## src/rtl/fotr_pkg.sv

```systemverilog
package fotr_pkg;

   localparam int VALUE_W    = 32;
   localparam int IDX_W      = 2;
   localparam int FUNC_W     = 2;
   localparam int THR_W      = 31;
   localparam int NUM_ROWS   = 4;
   localparam int ROW_SEL_W  = 2;
   localparam int CSR_ADDR_W = 3;
   localparam int CSR_DATA_W = 32;

   localparam logic [FUNC_W-1:0] FUNC_LOAD_TENSOR   = 2'd0;
   localparam logic [FUNC_W-1:0] FUNC_LOAD_ROTATION = 2'd1;
   localparam logic [FUNC_W-1:0] FUNC_QUERY         = 2'd2;

   // Register index, taken from address bit 2.
   localparam logic CSR_IDX_FLUSH_THRESHOLD = 1'b0;

   localparam logic [VALUE_W-1:0] S32_MAX = 32'h7FFF_FFFF;
   localparam logic [VALUE_W-1:0] S32_MIN = 32'h8000_0000;

   typedef enum logic [2:0] {
      ST_IDLE,
      ST_ROWS,
      ST_SETTLE,
      ST_TERMS,
      ST_DRAIN,
      ST_CLAMP,
      ST_EMIT
   } ctrl_state_type;

   typedef struct packed {
      logic write_tensor;
      logic write_rot;
      logic capture;
      logic row_step;
      logic term_step;
      logic clamp;
      logic out_load;
   } ctrl_cmd_type;

   typedef struct packed {
      logic query_ok;
      logic row_last;
      logic term_last;
      logic pipe_busy;
   } dpath_status_type;

endpackage

```

## src/rtl/fotr_ctrl.sv

```systemverilog
module fotr_ctrl (
   input  logic                            clock,
   input  logic                            reset,
   input  logic                            req_valid,
   input  logic [fotr_pkg::FUNC_W-1:0]     req_func,
   output logic                            req_ready,
   input  logic                            rsp_ready,
   output logic                            rsp_valid,
   input  fotr_pkg::dpath_status_type      status,
   output fotr_pkg::ctrl_cmd_type          cmd
);

   fotr_pkg::ctrl_state_type state_ff;
   fotr_pkg::ctrl_state_type state_in;
   logic                     rsp_valid_ff;
   logic                     rsp_valid_in;

   always_ff @(posedge clock) begin
      if (reset) begin
         state_ff     <= fotr_pkg::ST_IDLE;
         rsp_valid_ff <= 1'b0;
      end else begin
         state_ff     <= state_in;
         rsp_valid_ff <= rsp_valid_in;
      end
   end

   always_comb begin
      state_in  = state_ff;
      cmd       = '0;
      req_ready = 1'b0;
      case (state_ff)
         fotr_pkg::ST_IDLE: begin
            req_ready = 1'b1;
            if (req_valid) begin
               case (req_func)
                  fotr_pkg::FUNC_LOAD_TENSOR: begin
                     cmd.write_tensor = 1'b1;
                  end
                  fotr_pkg::FUNC_LOAD_ROTATION: begin
                     cmd.write_rot = 1'b1;
                  end
                  fotr_pkg::FUNC_QUERY: begin
                     cmd.capture = 1'b1;
                     state_in    = status.query_ok ? fotr_pkg::ST_ROWS : fotr_pkg::ST_EMIT;
                  end
                  default: begin
                  end
               endcase
            end
         end
         fotr_pkg::ST_ROWS: begin
            cmd.row_step = 1'b1;
            if (status.row_last) begin
               state_in = fotr_pkg::ST_SETTLE;
            end
         end
         fotr_pkg::ST_SETTLE: begin
            state_in = fotr_pkg::ST_TERMS;
         end
         fotr_pkg::ST_TERMS: begin
            cmd.term_step = 1'b1;
            if (status.term_last) begin
               state_in = fotr_pkg::ST_DRAIN;
            end
         end
         fotr_pkg::ST_DRAIN: begin
            if (!status.pipe_busy) begin
               state_in = fotr_pkg::ST_CLAMP;
            end
         end
         fotr_pkg::ST_CLAMP: begin
            cmd.clamp = 1'b1;
            state_in  = fotr_pkg::ST_EMIT;
         end
         fotr_pkg::ST_EMIT: begin
            if (!rsp_valid_ff || rsp_ready) begin
               cmd.out_load = 1'b1;
               state_in     = fotr_pkg::ST_IDLE;
            end
         end
         default: begin
            state_in = fotr_pkg::ST_IDLE;
         end
      endcase
   end

   always_comb begin
      if (cmd.out_load) begin
         rsp_valid_in = 1'b1;
      end else if (rsp_ready) begin
         rsp_valid_in = 1'b0;
      end else begin
         rsp_valid_in = rsp_valid_ff;
      end
   end

   assign rsp_valid = rsp_valid_ff;

endmodule

```

## config.mk

```make
export PLATFORM = sky130hd
export DESIGN_NAME = fotr_ctrl
export DESIGN_NICKNAME = d
export VERILOG_FILES = /design/src/rtl/fotr_pkg.sv /design/src/rtl/fotr_ctrl.sv
export SDC_FILE = /design/constraint.sdc
export NUM_CORES = 1
export LEC_CHECK = 0
export ABC_CLOCK_PERIOD_IN_PS = 1500
export BUFFER_PORTS_ARGS = -buffer_cell sky130_fd_sc_hd__buf_2
export CORE_AREA = 2 2 39 41
export CTS_CLUSTER_SIZE = 10
export DETAILED_ROUTE_END_ITERATION = 6
export DIE_AREA = 0 0 41 43
export PLACE_DENSITY = 0.52
export SLEW_MARGIN = 20
export SYNTH_ARGS = -nofsm -noshare
export SYNTH_HDL_FRONTEND = slang
export SYNTH_SLANG_ARGS = --single-unit
```

## constraint.sdc

```tcl
create_clock -name clock -period 1.5 [get_ports clock]
set_input_delay 0.075 -clock clock [delete_from_list [all_inputs] [get_ports clock]]
set_output_delay 0.075 -clock clock [all_outputs]
set_load 0.02 [all_outputs]
```

==> results.txt <==
The flow ran to the end, and the final reports show no timing, DRC or antenna violations. STA classifies the critical path endpoint as an output port. The Yosys step of the flow raised 0 warnings. The analysis attributes to cell leakage a power of 0.2329 nW.

The worst clock skew came out at 5.866 ps. The number of hold violations in the final report is 0. The maximum number of pins on one net before global-route repair came out at 15. The highest fanout seen on the critical path came out at 9. Global routing finished with a remaining overflow of 0.

The number of levels in the clock H-tree is 1. Counting instances in the post-synthesis netlist gives the leading cell types as sky130_fd_sc_hd__nand2_1, sky130_fd_sc_hd__dfxtp_1, sky130_fd_sc_hd__nor2_1, sky130_fd_sc_hd__nand2b_1. The min-delay analysis places its worst path in the category in2reg. The maximum clock path buffer count is 2. In this run the biggest area consumer among cell types represents 22.54% of the synthesized area. The part of the power in combinational logic is 60.7%. Detailed placement finished with a half-perimeter wire length of 651.7 um. By area the synthesized netlist is led by sky130_fd_sc_hd__dfxtp_1, sky130_fd_sc_hd__nand2_1, sky130_fd_sc_hd__nand2b_1, sky130_fd_sc_hd__o21ai_4, sky130_fd_sc_hd__a2111oi_2. The worst-case setup margin in the final layout is 85.21 ps. Headroom to the max-slew limit came out at 82.11%.

The synthesized netlist contains 27 unique library cells. The share of total power in sequential cells came out at 24.6%. The detail-routed via count per cell came out at 4.901. For the final routed database, the setup TNS stands at 0 ps. The clock-pin slew on the worst setup and hold paths came out at 40 ps. The initial core utilization is 25.68%. The count of clock tree sinks came out at 4.

The number of antenna violations at the first check in global routing came out at 0. The DRC violations left came out at 0. The signed area change from the synthesized netlist to the final layout is 37.68%. Clock latency on the worst-skew pair, taken at its later pin, is 230 ps. The synthesized design contains 0 enable-type register cells. Across the run, the number of max-cap violations was 0. The number of vias in the routed layout is 397.

Once the clock tree was built, the setup fixing pass inserted 0 buffers. The internal power contribution is 0.4837 mW. The smallest clock period supported by the final layout is computed as 1415 ps. The pre-CTS setup slack came out at 68.08 ps.

Among all cell types in the netlist, the one instantiated most often is sky130_fd_sc_hd__nand2_1. The filler cells instantiated in the layout total 159. The power density relative to cell area is 1851 nW/um^2. For this design the total switching power over the nets is 0.4216 mW. Clock tree synthesis selected as its root buffer the cell sky130_fd_sc_hd__clkbuf_4.

The worst path arrival time is 1340 ps. Counting flops with an async set or reset pin after synthesis yields a share of 0%. The number of global-route vias before repair is 350. In the global route stage, overall resource usage came out at 11.63%.

TritonCTS built the clock tree. The average wire per cell in the routed design is 10.73 um. The first routing iteration left 5 violations. The total iterations of the first detailed-routing run is 4. The worst setup path is launched from a register. The layout cell share with drive strength beyond 1 is 49.23%. The instance area after placement is 464.2 sq um. The critical path is of the reg2out type. The final critical path takes up 94.32% of the cycle. Dividing the synthesized area by the synthesized cell count gives 7.896 sq um.

The count of buffers added on input and output ports is 18. The total nets after synthesis came out at 55. Summed over all layers, the routed wires come to 869 um. Net switching is 46.57% of the power. The width of the chip is 41 um.

The CTS buffer count is 3. The number of core rows came out at 14. In this run the register-to-register setup slack is 140 ps. The congestion estimate from routability-driven global placement came to 0.6865. The die extent in y is 43 um. For the worst setup path, the data required time is 1420 ps. The share of total power in the clock network came out at 14.7%. The transition time at the pin with the least slew margin is 267.9 ps. The number of pins with negative max-slew slack in the final report came out at 0. The non-filler instance count after layout is 81. The count of cells resized by post-cts repair came out at 0. The core outline area is 1384 sq um. The repair_antennas step left the layout with diodes totalling 0. Timing would allow up to 706.8 MHz.

The cell total after placement is 78. The sequential area share after synthesis came out at 22.54%. IR analysis of the VDD net gives a maximum drop of 0.5955 mV.

The top-level I/O count is 19. The number of nets in the finished design is 77. The total die area is 1763 sq um. The post-synthesis register bit count is 4. The post-route cell area is 489.2 sq um.

The cell area after synthesis came out at 355.3 sq um. The residual antenna-violating net count after detailed routing came out at 0. The dominant synthesized flop cell is sky130_fd_sc_hd__dfxtp_1. Counting every instance in the synthesized netlist gives 45. Summed over all instances, the cell type with the most area after synthesis is sky130_fd_sc_hd__dfxtp_1. The global-route wire length before repair came out at 1.400 mm. The final setup violation count is 0. The cts-stage hold buffer count is 0.
==> cells in the final DEF (no fill, tap or decap) <==
master / netlist / routed
sky130_fd_sc_hd__and4b_1: 1 / 1
sky130_fd_sc_hd__dfxtp_2: 0 / 2
sky130_fd_sc_hd__clkbuf_4: 0 / 3
sky130_fd_sc_hd__nor3_1: 2 / 1
sky130_fd_sc_hd__and3_1: 2 / 2
sky130_fd_sc_hd__nand2b_1: 3 / 3
sky130_fd_sc_hd__nand3b_1: 2 / 2
sky130_fd_sc_hd__nor4_1: 1 / 1
sky130_fd_sc_hd__inv_1: 1 / 1
sky130_fd_sc_hd__and4bb_2: 1 / 1
sky130_fd_sc_hd__a31oi_1: 1 / 1
sky130_fd_sc_hd__nand2_1: 5 / 5
sky130_fd_sc_hd__and3b_4: 1 / 1
sky130_fd_sc_hd__dfxtp_1: 4 / 2
sky130_fd_sc_hd__a32oi_1: 1 / 1
sky130_fd_sc_hd__and2b_1: 1 / 1
sky130_fd_sc_hd__o211ai_1: 1 / 1
sky130_fd_sc_hd__nor2b_1: 1 / 1
sky130_fd_sc_hd__a211oi_1: 1 / 1
sky130_fd_sc_hd__a2111oi_2: 1 / 1
sky130_fd_sc_hd__o21ai_0: 1 / 1
sky130_fd_sc_hd__o32ai_1: 1 / 1
sky130_fd_sc_hd__a21oi_1: 2 / 2
sky130_fd_sc_hd__buf_2: 2 / 18
sky130_fd_sc_hd__nor3_2: 0 / 1
sky130_fd_sc_hd__nor2_1: 4 / 4
sky130_fd_sc_hd__nand3_1: 1 / 1
sky130_fd_sc_hd__o21ai_4: 1 / 1
sky130_fd_sc_hd__buf_4: 2 / 4
==> metal layers <==
metal / part of all wire [%] / vias up / track usage [%]
li1: - / 205 / -
met1: 45 / 178 / 14.74
met2: 49 / 14 / 16.25
met3: 6.6 / 0 / 3.141
met4: 0 / 0 / 8.000
met5: 0 / - / 0
==> worst max-delay path, cell delays in order, from the launching register on <==
cell,delay (ps)
sky130_fd_sc_hd__dfxtp_1,300
sky130_fd_sc_hd__buf_4,160
sky130_fd_sc_hd__nor3_2,240
sky130_fd_sc_hd__and4bb_2,240
sky130_fd_sc_hd__buf_2,160
==> final timing paths <==
check | startpoint | endpoint | cells after the start
min | reset | state_ff[1] | 2
max reg2reg | state_ff[1] | state_ff[1] | 4
min reg2reg | rsp_valid | rsp_valid | 2
max | state_ff[0] | cmd[6] | 4
==> stage by stage <==
step	power, mW	util (%)	hold slack [ps]
after global routing	0.9886	35.35	50.56
after global placement	0.7655	33.54	304.2
after detailed placement	0.7682	33.54	302.5
after floorplan	0.6317	-	143.9
after CTS	0.9041	35.17	57.05
final	0.9053	35.35	53.20
==> power by group through the flow <==
stage	clock, mW	sequential (mW)	combinational, mW
global placement	0	0.215	0.550
finish	0.133	0.223	0.549
CTS	0.134	0.218	0.552
global route	0.151	0.233	0.605
floorplan	0	0.156	0.476
detailed placement	0	0.219	0.549
==> kinds of logic (layout without fill, tap and decap cells) <==
| family | after synthesis | after routing | synth area share (%) |
|---|---|---|---|
| AND/OR/NAND/NOR | 25 | 25 | 42.25 |
| buffers and inverters | 6 | 26 | 11.27 |
| AO/OA/AOI/OAI | 10 | 10 | 23.95 |
| flip-flops | 4 | 4 | 22.54 |
==> flip-flops by register name, summed over array words and instances, names as in the netlist <==
signal / flops
state_ff: 3
rsp_valid: 1
==> layout make-up <==
type                            instances  area, sq um  share of cell area [%]
Multi-Input combinational cell         35        240.2                   49.10
Clock buffer                            3        22.52                   4.604
Timing Repair Buffer                   22        120.1                   24.55
Inverter                                1        3.754                  0.7673
Tap cell                               16        20.02                   4.092
Sequential cell                         4        82.58                   16.88
No activity file was read; power rests on OpenSTA's default activity.
